[src/rtl/permutation_threshold_tracker_assert.svh]
// ---------------------------------------------------------------------------
// Assertion macros for the permutation threshold tracker
// Concurrent checks clocked by i_clk and disabled while i_rst_n is low.
// ---------------------------------------------------------------------------
`ifndef PERMUTATION_THRESHOLD_TRACKER_ASSERT_SVH
`define PERMUTATION_THRESHOLD_TRACKER_ASSERT_SVH

// The consequent must hold in the same cycle as the antecedent.
`define PTT_ASSERT_IMP(lbl, ante, cons, msg) \
    lbl: assert property (@(posedge i_clk) disable iff (!i_rst_n) (ante) |-> (cons)) \
        else $error(msg);

// The consequent must hold in the cycle after the antecedent.
`define PTT_ASSERT_NXT(lbl, ante, cons, msg) \
    lbl: assert property (@(posedge i_clk) disable iff (!i_rst_n) (ante) |=> (cons)) \
        else $error(msg);

`endif

[src/rtl/ptt_pkg.sv]
// ---------------------------------------------------------------------------
// ptt_pkg
// Widths, codes, reset values and shared types of the threshold tracker.
// ---------------------------------------------------------------------------
package ptt_pkg;

    localparam int ACT_W      = 3;
    localparam int IDX_W      = 11;
    localparam int PV_W       = 32;
    localparam int CNT_O_W    = 11;
    localparam int REG_W      = 11;
    localparam int KK_W       = 7;
    localparam int HC_W       = 10;
    localparam int CFG_IDX_W  = 3;
    localparam int CFG_DATA_W = 32;
    localparam int OP_W       = 5;

    localparam logic [PV_W-1:0] PV_ONE = '1;

    // Actions of an input word.
    localparam logic [ACT_W-1:0] ACT_LOAD    = 3'd0;
    localparam logic [ACT_W-1:0] ACT_PERM    = 3'd1;
    localparam logic [ACT_W-1:0] ACT_TOPK    = 3'd2;
    localparam logic [ACT_W-1:0] ACT_SETTLE  = 3'd3;
    localparam logic [ACT_W-1:0] ACT_RESTART = 3'd4;

    // Configuration register indexes.
    localparam logic [CFG_IDX_W-1:0] CFG_K_KEEP    = 3'd0;
    localparam logic [CFG_IDX_W-1:0] CFG_FP_LIMIT  = 3'd1;
    localparam logic [CFG_IDX_W-1:0] CFG_INIT_THR  = 3'd2;
    localparam logic [CFG_IDX_W-1:0] CFG_INIT_MS   = 3'd3;
    localparam logic [CFG_IDX_W-1:0] CFG_HALF      = 3'd4;

    // Configuration reset values.
    localparam logic [KK_W-1:0]    RST_K_KEEP   = 7'd1;
    localparam logic [REG_W-1:0]   RST_FP_LIMIT = 11'd51;
    localparam logic [PV_W-1:0]    RST_INIT_THR = 32'd214748365;
    localparam logic [REG_W-1:0]   RST_INIT_MS  = 11'd0;
    localparam logic [HC_W-1:0]    RST_HALF     = 10'd512;

    // Datapath operations issued by the controller.
    localparam logic [OP_W-1:0] OP_NONE     = 5'd0;
    localparam logic [OP_W-1:0] OP_ACCEPT   = 5'd1;
    localparam logic [OP_W-1:0] OP_CLEAR    = 5'd2;
    localparam logic [OP_W-1:0] OP_P1       = 5'd3;
    localparam logic [OP_W-1:0] OP_PUSH     = 5'd4;
    localparam logic [OP_W-1:0] OP_SCAN_MAX = 5'd5;
    localparam logic [OP_W-1:0] OP_EVICT_RD = 5'd6;
    localparam logic [OP_W-1:0] OP_EVICT_WR = 5'd7;
    localparam logic [OP_W-1:0] OP_SCAN_KTH = 5'd8;
    localparam logic [OP_W-1:0] OP_ADV_RD   = 5'd9;
    localparam logic [OP_W-1:0] OP_ADV_CHK  = 5'd10;
    localparam logic [OP_W-1:0] OP_TMIN     = 5'd11;
    localparam logic [OP_W-1:0] OP_RECNT    = 5'd12;
    localparam logic [OP_W-1:0] OP_SET_TEST = 5'd13;
    localparam logic [OP_W-1:0] OP_SH_RA    = 5'd14;
    localparam logic [OP_W-1:0] OP_SH_RB    = 5'd15;
    localparam logic [OP_W-1:0] OP_SH_CMP   = 5'd16;
    localparam logic [OP_W-1:0] OP_SH_RC    = 5'd17;
    localparam logic [OP_W-1:0] OP_SH_MIN   = 5'd18;
    localparam logic [OP_W-1:0] OP_DONE     = 5'd19;

    typedef struct packed {
        logic [OP_W-1:0] op;
    } t_cmd;

    typedef struct packed {
        logic [ACT_W-1:0] act;
        logic             perm_ok;
        logic             clr_last;
        logic             overflow;
        logic             scan_done;
        logic             adv_go;
        logic             adv_more;
        logic             rc_done;
        logic             shrink_go;
        logic             side;
        logic             out_free;
    } t_stat;

    function automatic logic [PV_W-1:0] pv_min(input logic [PV_W-1:0] a,
                                               input logic [PV_W-1:0] b);
        return (a < b) ? a : b;
    endfunction

endpackage

[src/rtl/ptt_ctrl.sv]
// ---------------------------------------------------------------------------
// ptt_ctrl
// Sequencer that steps the datapath through each action of a word.
// ---------------------------------------------------------------------------
module ptt_ctrl import ptt_pkg::*; (
    input  logic  i_clk,
    input  logic  i_rst_n,
    input  logic  i_valid,
    output logic  o_ready,
    input  t_stat i_stat,
    output t_cmd  o_cmd
);

    localparam logic [4:0] S_IDLE     = 5'd0;
    localparam logic [4:0] S_CLEAR    = 5'd1;
    localparam logic [4:0] S_P1       = 5'd2;
    localparam logic [4:0] S_PUSH     = 5'd3;
    localparam logic [4:0] S_SCAN_MAX = 5'd4;
    localparam logic [4:0] S_EVICT_RD = 5'd5;
    localparam logic [4:0] S_EVICT_WR = 5'd6;
    localparam logic [4:0] S_SCAN_KTH = 5'd7;
    localparam logic [4:0] S_ADV_RD   = 5'd8;
    localparam logic [4:0] S_ADV_CHK  = 5'd9;
    localparam logic [4:0] S_TMIN     = 5'd10;
    localparam logic [4:0] S_RECNT    = 5'd11;
    localparam logic [4:0] S_SET_TEST = 5'd12;
    localparam logic [4:0] S_SH_RA    = 5'd13;
    localparam logic [4:0] S_SH_RB    = 5'd14;
    localparam logic [4:0] S_SH_CMP   = 5'd15;
    localparam logic [4:0] S_SH_RC    = 5'd16;
    localparam logic [4:0] S_SH_MIN   = 5'd17;
    localparam logic [4:0] S_DONE     = 5'd18;

    logic [4:0]       r_state, n_state;
    logic [ACT_W-1:0] r_act, n_act;
    logic             w_accept;
    logic [4:0]       w_after_adv;

    assign o_ready  = (r_state == S_IDLE);
    assign w_accept = o_ready && i_valid;

    // Restart ends after the support advance; a push goes on to the threshold.
    assign w_after_adv = (r_act == ACT_RESTART) ? S_DONE : S_TMIN;

    always_comb begin
        n_state   = r_state;
        n_act     = r_act;
        o_cmd.op  = OP_NONE;
        case (r_state)
            S_IDLE: begin
                if (w_accept) begin
                    o_cmd.op = OP_ACCEPT;
                    n_act    = i_stat.act;
                    case (i_stat.act)
                        ACT_LOAD:    n_state = S_DONE;
                        ACT_PERM:    n_state = i_stat.perm_ok ? S_P1 : S_DONE;
                        ACT_TOPK:    n_state = S_PUSH;
                        ACT_SETTLE:  n_state = S_SET_TEST;
                        ACT_RESTART: n_state = S_CLEAR;
                        default:     n_state = S_DONE;
                    endcase
                end
            end
            S_CLEAR: begin
                o_cmd.op = OP_CLEAR;
                if (i_stat.clr_last) begin
                    n_state = (r_act == ACT_RESTART) ? S_ADV_RD : S_IDLE;
                end
            end
            S_P1: begin
                o_cmd.op = OP_P1;
                n_state  = S_DONE;
            end
            S_PUSH: begin
                o_cmd.op = OP_PUSH;
                n_state  = i_stat.overflow ? S_SCAN_MAX : S_DONE;
            end
            S_SCAN_MAX: begin
                o_cmd.op = OP_SCAN_MAX;
                if (i_stat.scan_done) begin
                    n_state = S_EVICT_RD;
                end
            end
            S_EVICT_RD: begin
                o_cmd.op = OP_EVICT_RD;
                n_state  = S_EVICT_WR;
            end
            S_EVICT_WR: begin
                o_cmd.op = OP_EVICT_WR;
                n_state  = S_SCAN_KTH;
            end
            S_SCAN_KTH: begin
                o_cmd.op = OP_SCAN_KTH;
                if (i_stat.scan_done) begin
                    n_state = S_ADV_RD;
                end
            end
            S_ADV_RD: begin
                o_cmd.op = OP_ADV_RD;
                n_state  = i_stat.adv_go ? S_ADV_CHK : w_after_adv;
            end
            S_ADV_CHK: begin
                o_cmd.op = OP_ADV_CHK;
                n_state  = i_stat.adv_more ? S_ADV_RD : w_after_adv;
            end
            S_TMIN: begin
                o_cmd.op = OP_TMIN;
                n_state  = S_RECNT;
            end
            S_RECNT: begin
                o_cmd.op = OP_RECNT;
                if (i_stat.rc_done) begin
                    n_state = (r_act == ACT_SETTLE) ? S_SET_TEST : S_DONE;
                end
            end
            S_SET_TEST: begin
                o_cmd.op = OP_SET_TEST;
                n_state  = i_stat.shrink_go ? S_SH_RA : S_DONE;
            end
            S_SH_RA: begin
                o_cmd.op = OP_SH_RA;
                n_state  = S_SH_RB;
            end
            S_SH_RB: begin
                o_cmd.op = OP_SH_RB;
                n_state  = S_SH_CMP;
            end
            S_SH_CMP: begin
                o_cmd.op = OP_SH_CMP;
                n_state  = i_stat.side ? S_SH_RC : S_RECNT;
            end
            S_SH_RC: begin
                o_cmd.op = OP_SH_RC;
                n_state  = S_SH_MIN;
            end
            S_SH_MIN: begin
                o_cmd.op = OP_SH_MIN;
                n_state  = S_RECNT;
            end
            S_DONE: begin
                if (i_stat.out_free) begin
                    o_cmd.op = OP_DONE;
                    n_state  = S_IDLE;
                end
            end
            default: begin
                n_state = S_IDLE;
            end
        endcase
    end

    always_ff @(posedge i_clk) begin
        if (!i_rst_n) begin
            r_state <= S_CLEAR;
            r_act   <= ACT_LOAD;
        end else begin
            r_state <= n_state;
            r_act   <= n_act;
        end
    end

endmodule

[config.mk]
export PLATFORM = sky130hd
export DESIGN_NAME = ptt_ctrl
export DESIGN_NICKNAME = d
export VERILOG_FILES = /design/src/rtl/permutation_threshold_tracker_assert.svh /design/src/rtl/ptt_pkg.sv /design/src/rtl/ptt_ctrl.sv
export SDC_FILE = /design/constraint.sdc
export NUM_CORES = 1
export LEC_CHECK = 0
export BUFFER_PORTS_ARGS = -buffer_cell sky130_fd_sc_hd__clkbuf_2
export CORE_MARGIN = 2
export CORE_UTILIZATION = 30
export DETAILED_ROUTE_END_ITERATION = 10
export PLACE_DENSITY = 0.5
export RECOVER_POWER = 25
export SYNTH_ARGS = -nofsm -noshare
export SYNTH_HDL_FRONTEND = slang
export SYNTH_SLANG_ARGS = --single-unit
[constraint.sdc]
create_clock -name i_clk -period 3.1 [get_ports i_clk]
set_input_delay 0.93 -clock i_clk [delete_from_list [all_inputs] [get_ports i_clk]]
set_output_delay 0.93 -clock i_clk [all_outputs]
set_load 0.01 [all_outputs]
==> results of run 1 <==
## flip-flops by register name, summed over array words and instances, names as in the netlist
| signal | count |
|---|---|
| r_state | 5 |
| r_act | 3 |
## cell families after synthesis
kind of cell | count (synthesis) | share of synthesized area (%)
AOI/OAI and AO/OA | 38 | 28.57
and+or+nand+nor | 59 | 35.92
muxes | 6 | 6.658
DFF | 8 | 17.75
buffers and inverters | 16 | 7.212
xor gates and xnor gates | 4 | 3.883
## layer usage
layer / routed length (um) / part of all wire [%] / track usage (%)
met5: 0 / 0 / 0
met4: 21 / 0.76 / 7.792
met3: 129 / 4.7 / 2.857
met2: 1336 / 48 / 27.62
met1: 1284 / 46 / 22.24
## worst max-delay path by stage
| stage | start | end | slack (ps) | cells after the start |
|---|---|---|---|---|
| 5_1_grt | r_state[4] | o_cmd[0] | 260 | 4 |
| 2_1_floorplan | r_state[0] | o_cmd[3] | 820 | 5 |
| 4_1_cts | r_state[4] | o_cmd[0] | 380 | 4 |
| 3_5_place_dp | r_state[4] | o_cmd[0] | 690 | 4 |
| 3_3_place_gp | r_state[4] | o_cmd[0] | 700 | 4 |
| 6_report | r_state[4] | o_cmd[0] | 380 | 4 |
## worst max-delay path, cell delays in order, from the launching register on
cell and delay, ps:
dfxtp_1 420, or4_1 670, o21ai_0 260, a21oi_1 60, clkbuf_2 130
## final cells by class
cell class              instances  area (sq um)  share of cell area [%]
multi-input cells             107         676.9                   63.65
inverters                       6         22.52                   2.118
well taps                      31         38.79                   3.647
clock buffers                   3         22.52                   2.118
flip-flops and latches          8         160.2                   15.06
repair buffers                 26         142.6                   13.41
## layout by cell type (no fill, tap or decap), types with 3 or more instances in the layout
cell       n
a21oi_1    8
clkbuf_4   3
o211ai_1   3
xnor2_1    4
or2_2      3
nand2_1   10
buf_4      5
inv_1      6
nand3_1    6
a211oi_1   4
nor3_1     3
nor2_1    16
o21ai_0    8
mux2i_1    6
dfxtp_1    8
or4_1      4
clkbuf_2  21
nand2b_1   4
## through the flow
step | util, % | setup slack (ps) | total power [W] | cell area (sq um)
4_1_cts | 37.91 | 381.6 | 0.0009659 | 1064
2_1_floorplan | - | 816.2 | 0.0006825 | 902.1
3_3_place_gp | 37.11 | 695.5 | 0.0008710 | 1041
3_5_place_dp | 37.11 | 686.2 | 0.0008782 | 1041
6_report | 37.91 | 377.6 | 0.0009644 | 1064
5_1_grt | 37.91 | 258.1 | 0.001051 | 1064
## power groups by stage
stage               Clock [W]  Combinational [W]  Sequential, W
floorplan                   0           0.000529       0.000154
global placement            0           0.000671       0.000200
detailed placement          0           0.000683       0.000195
CTS                 0.0000843           0.000686       0.000196
global route        0.0000877           0.000761       0.000202
finish              0.0000792           0.000686       0.000199
==> impl_metrics.py, run 1 <==
metrics = {
    "yosys": {
        "synth_area_leaders": "dfxtp_1, mux2i_1, nor2_1",
        "postSynth.asyncResetShare_pct": 0,
        "syn_nets": 147,
        "syn_area_sq_um": 902.1,
        "synth_edf_count": 0,
        "synthDominantCellAreaShare_pct": 17.75,
        "ys_ff_latch": 8,
        "ys.flop_type": "dfxtp_1",
        "synth_top_cell_by_area": "dfxtp_1",
        "synth_cell_types": 41,
        "yosys_warnings": 0,
        "yosysSeqAreaShare_pct": 17.75,
        "synth_common_cells": "nor2_1, nand2_1",
        "synth_area_per_cell_sq_um": 6.886,
        "synth_most_common_cell": "nor2_1",
        "netlist_instances": 131,
    },
    "power_and_ir_drop": {
        "p_sw_share_pct": 51.04,
        "clkPwrFrac_pct": 8.2,
        "p_comb_share_pct": 71.2,
        "peakVddDrop_v": 0.0002348,
        "leakage_nw": 0.4539,
        "p_sw_w": 0.0004923,
        "pwr-share-seq_pct": 20.6,
        "powerDensity_nw_per_um2": 906.8,
        "p_int_w": 0.0004721,
    },
    "timing": {
        "worst_pin_slew_ps": 541.0,
        "maxSlewHeadroom_pct": 63.88,
        "finalCritPeriodShare_pct": 87.82,
        "hold_viol": 0,
        "fin_crit_ps": 2722,
        "finalSetupViolCount": 0,
        "max_freq_mhz": 367.3,
        "skew_ps": 1.574,
        "rsz0062_at_grt": "no",
        "tns_ps": 0,
        "maxSlewViolCount": 0,
        "holdWs_ps": 551.8,
    },
    "clock_network": {
        "cts_resized": 0,
        "postCtsHoldBufs": 0,
        "clkLatencyLatePin_ps": 250,
        "cts_root_buf": "clkbuf_4",
        "cts_buffer_depth": 2,
        "clkSinkCount": 8,
        "cts_tree": "done",
        "clk_pin_slew_worst_paths_ps": 50,
        "postCtsSetupBuffers": 0,
        "cts-htree-levels": 1,
        "cts_buffers": 3,
    },
    "worst_hold_path": {
        "min_path_type": "flip-flop to flip-flop",
        "hold_start": "r_act[1]",
        "min_to": "r_act[1]",
        "whs_path_depth": 2,
    },
    "layout": {
        "diodes": 0,
        "syn_to_final_growth_pct": 17.89,
        "fin_cells": 181,
        "nFillCells": 311,
        "final_net_count": 168,
        "drive_gt1_share_pct": 22.67,
    },
    "grt": {
        "grt_max_degree": 23,
        "grt_pass1_wl_um": 4609,
        "antenna_found_initial": 0,
        "grt_pass1_vias": 1017,
        "grt_overflow": 0,
        "grt_util_all_layers_pct": 17.13,
    },
    "route": {
        "route.detailed.wl_per_inst_um": 15.31,
        "dr.pass1.iters": 6,
        "initialDrtViolationCount": 43,
        "wl_um": 2771,
        "drc_errors": 0,
        "ant_nets": 0,
        "avgViaCountPerCell": 5.829,
        "num_vias": 1055,
    },
    "run": {
        "maxCapViolations": 0,
    },
    "die": {
        "core_sq_um": 2805,
        "placementRows": 19,
        "io_pins": 22,
        "initial_utilization_pct": 32.16,
        "dieArea_sq_um": 3462,
        "die_h_um": 58.84,
        "die_x_um": 58.84,
    },
    "critical_path": {
        "end_kind": "output pin",
        "rr_startpoint": "r_state[4]",
        "rr_worst_depth": 5,
        "arrival_ps": 1790,
        "crit_path_start_kind": "flip-flop",
        "worst-path-max-fanout": 12,
        "ff2ff_setup_slack_ps": 900,
        "reg2reg_to": "r_state[4]",
        "path_class": "flip-flop to output pin",
        "critPathRequiredTime_ps": 2170,
    },
    "placed_design": {
        "numPortBuffers": 21,
        "dp_hpwl_um": 2153,
        "dp.cells": 178,
        "gp_congestion": 0.8676,
    },
    "run_status": {
        "outcome": "finished, final reports clean",
    },
}
Power figures use the tool's default switching activity.
==> inputs of run 2 (changes only) <==
--- a/config.mk
+++ b/config.mk
@@ -10,4 +10,5 @@
 export CORE_UTILIZATION = 30
 export DETAILED_ROUTE_END_ITERATION = 10
+export MAX_ROUTING_LAYER = met4
 export PLACE_DENSITY = 0.5
 export RECOVER_POWER = 25
==> constraint.sdc (replaced) <==
create_clock -name i_clk -period 3.1 [get_ports i_clk]
set_input_delay 0.62 -clock i_clk [delete_from_list [all_inputs] [get_ports i_clk]]
set_output_delay 0.62 -clock i_clk [all_outputs]
set_load 0.01 [all_outputs]
==> run 2 against run 1 <==
First-iteration DRC count fell by 19%. Maximum frequency increased by 8.9%. Sequential power rose by 16%. Final cell count fell by 1.1%. Hold slack gained 2.0 ps. Sequential share of layout area increased by 0.22 points. Critical path type unchanged. Critical path depth stayed put. Clock power is 4.8% lower. Clock-buffer cell count unchanged. Global-route usage decreased by 1.2 points. Worst setup slack better by 220 ps. Non-clock buffer count fell by 2. Largest cell class unchanged.
==> impl_metrics.py, run 2 (same netlist as run 1, synthesis figures left out) <==
metrics = {
    "critical_path": {
        "arrival_ps": 1880,
        "critPathRequiredTime_ps": 2480,
        "reg2reg_to": "r_state[4]",
        "worst-path-max-fanout": 18,
        "end_kind": "output pin",
        "crit_path_start_kind": "flip-flop",
        "startpoint": "r_state[4]",
        "ff2ff_setup_slack_ps": 810,
        "path_class": "flip-flop to output pin",
        "rr_startpoint": "r_state[4]",
        "rr_worst_depth": 5,
    },
    "power_and_ir_drop": {
        "p_comb_share_pct": 67.3,
        "clkPwrFrac_pct": 8.1,
        "p_sw_w": 0.0004688,
        "pwr-share-seq_pct": 24.6,
        "powerDensity_nw_per_um2": 888.3,
        "peakVddDrop_v": 0.0002534,
        "p_sw_share_pct": 50.33,
        "p_int_w": 0.0004626,
        "leakage_nw": 0.4431,
    },
    "clock_network": {
        "clkSinkCount": 8,
        "cts_buffers": 3,
        "postCtsHoldBufs": 0,
        "clkLatencyLatePin_ps": 240,
        "cts_resized": 0,
        "cts_tree": "done",
        "cts_root_buf": "clkbuf_4",
        "cts-htree-levels": 1,
        "clk_pin_slew_worst_paths_ps": 50,
        "cts_buffer_depth": 2,
        "postCtsSetupBuffers": 0,
    },
    "grt": {
        "grt_pass1_vias": 921,
        "grt_max_degree": 19,
        "grt_util_all_layers_pct": 15.97,
        "antenna_found_initial": 0,
        "grt_pass1_wl_um": 4202,
        "grt_overflow": 0,
    },
    "timing": {
        "maxSlewViolCount": 0,
        "max_freq_mhz": 400.1,
        "hold_viol": 0,
        "finalCritPeriodShare_pct": 80.62,
        "holdWs_ps": 553.8,
        "tns_ps": 0,
        "worst_pin_slew_ps": 647.1,
        "skew_ps": 1.853,
        "fin_crit_ps": 2499,
        "finalSetupViolCount": 0,
        "rsz0062_at_grt": "no",
        "maxSlewHeadroom_pct": 56.80,
    },
    "layout": {
        "nFillCells": 312,
        "mostFrequentLayoutCell": "clkbuf_2",
        "drive_gt1_share_pct": 21.62,
        "layout.cells.most_common_list": "clkbuf_2, nor2_1, nand2_1",
        "syn_to_final_growth_pct": 16.23,
        "reg_top3": "r_state (5), r_act (3)",
        "final_net_count": 166,
        "diodes": 0,
        "largest_reg_flops": 5,
        "largest_register": "r_state",
    },
    "die": {
        "die_h_um": 58.84,
        "core_sq_um": 2805,
        "die_x_um": 58.84,
        "io_pins": 22,
        "initial_utilization_pct": 32.16,
        "dieArea_sq_um": 3462,
        "placementRows": 19,
    },
    "route": {
        "dr.pass1.iters": 6,
        "route.detailed.wl_per_inst_um": 14.20,
        "ant_nets": 0,
        "num_vias": 1030,
        "avgViaCountPerCell": 5.754,
        "drc_errors": 0,
        "wl_um": 2542,
        "initialDrtViolationCount": 35,
    },
    "placed_design": {
        "dp_hpwl_um": 1946,
        "numPortBuffers": 21,
        "gp_congestion": 0.8878,
    },
    "worst_hold_path": {
        "min_path_type": "flip-flop to flip-flop",
        "min_to": "r_act[2]",
        "whs_path_depth": 2,
        "hold_start": "r_act[2]",
    },
    "run_status": {
        "outcome": "finished, final reports clean",
    },
    "run": {
        "maxCapViolations": 0,
    },
}
## run 2: worst max path at each step
stage                       to  slack [ps]
floorplan             o_cmd[3]        1130
global placement    r_state[4]         900
detailed placement  r_state[4]         830
CTS                   o_cmd[0]         610
global route          o_cmd[0]         500
finish                o_cmd[0]         600
## run 2: power by group through the flow
stage / Clock [W] / Combinational, W / Sequential, W
5_1_grt: 0.0000894 / 0.000689 / 0.000241
2_1_floorplan: 0 / 0.000529 / 0.000154
6_report: 0.0000754 / 0.000626 / 0.000230
3_3_place_gp: 0 / 0.000623 / 0.000230
3_5_place_dp: 0 / 0.000619 / 0.000228
4_1_cts: 0.0000802 / 0.000621 / 0.000228
## run 2: metrics by stage
stage               util, %  power [W]  area (sq um)  std cells  setup slack (ps)
CTS                   37.38  0.0009290          1049        179             607.6
global route          37.38   0.001019          1049        179             504.4
floorplan                 -  0.0006825         902.1        131              1126
global placement      36.57  0.0008530          1026        176             895.3
detailed placement    36.57  0.0008474          1026        176             833.4
finish                37.38  0.0009314          1049        179             600.8
## run 2: metal layers
layer | vias to the layer above | wire [um] | share of wire [%] | GRT usage, %
li1 | 519 | - | - | -
met4 | 0 | 0 | 0 | 6.169
met5 | - | 0 | 0 | -
met3 | 0 | 80 | 3.1 | 3.077
met2 | 29 | 1171 | 46 | 23.17
met1 | 482 | 1290 | 51 | 21.76
## run 2: layout make-up
cell class	instances	area [sq um]	share of cell area, %
Tap cell	31	38.79	3.699
Sequential cell	8	160.2	15.27
Timing Repair Buffer	24	127.6	12.17
Inverter	6	22.52	2.148
Clock buffer	3	22.52	2.148
Multi-Input combinational cell	107	676.9	64.56
## run 2: critical path, cell delays in order, from the launching register on
cell      delay [ps]
dfxtp_1          480
or4_1            690
o21ai_0          250
a21oi_1           60
clkbuf_2         150
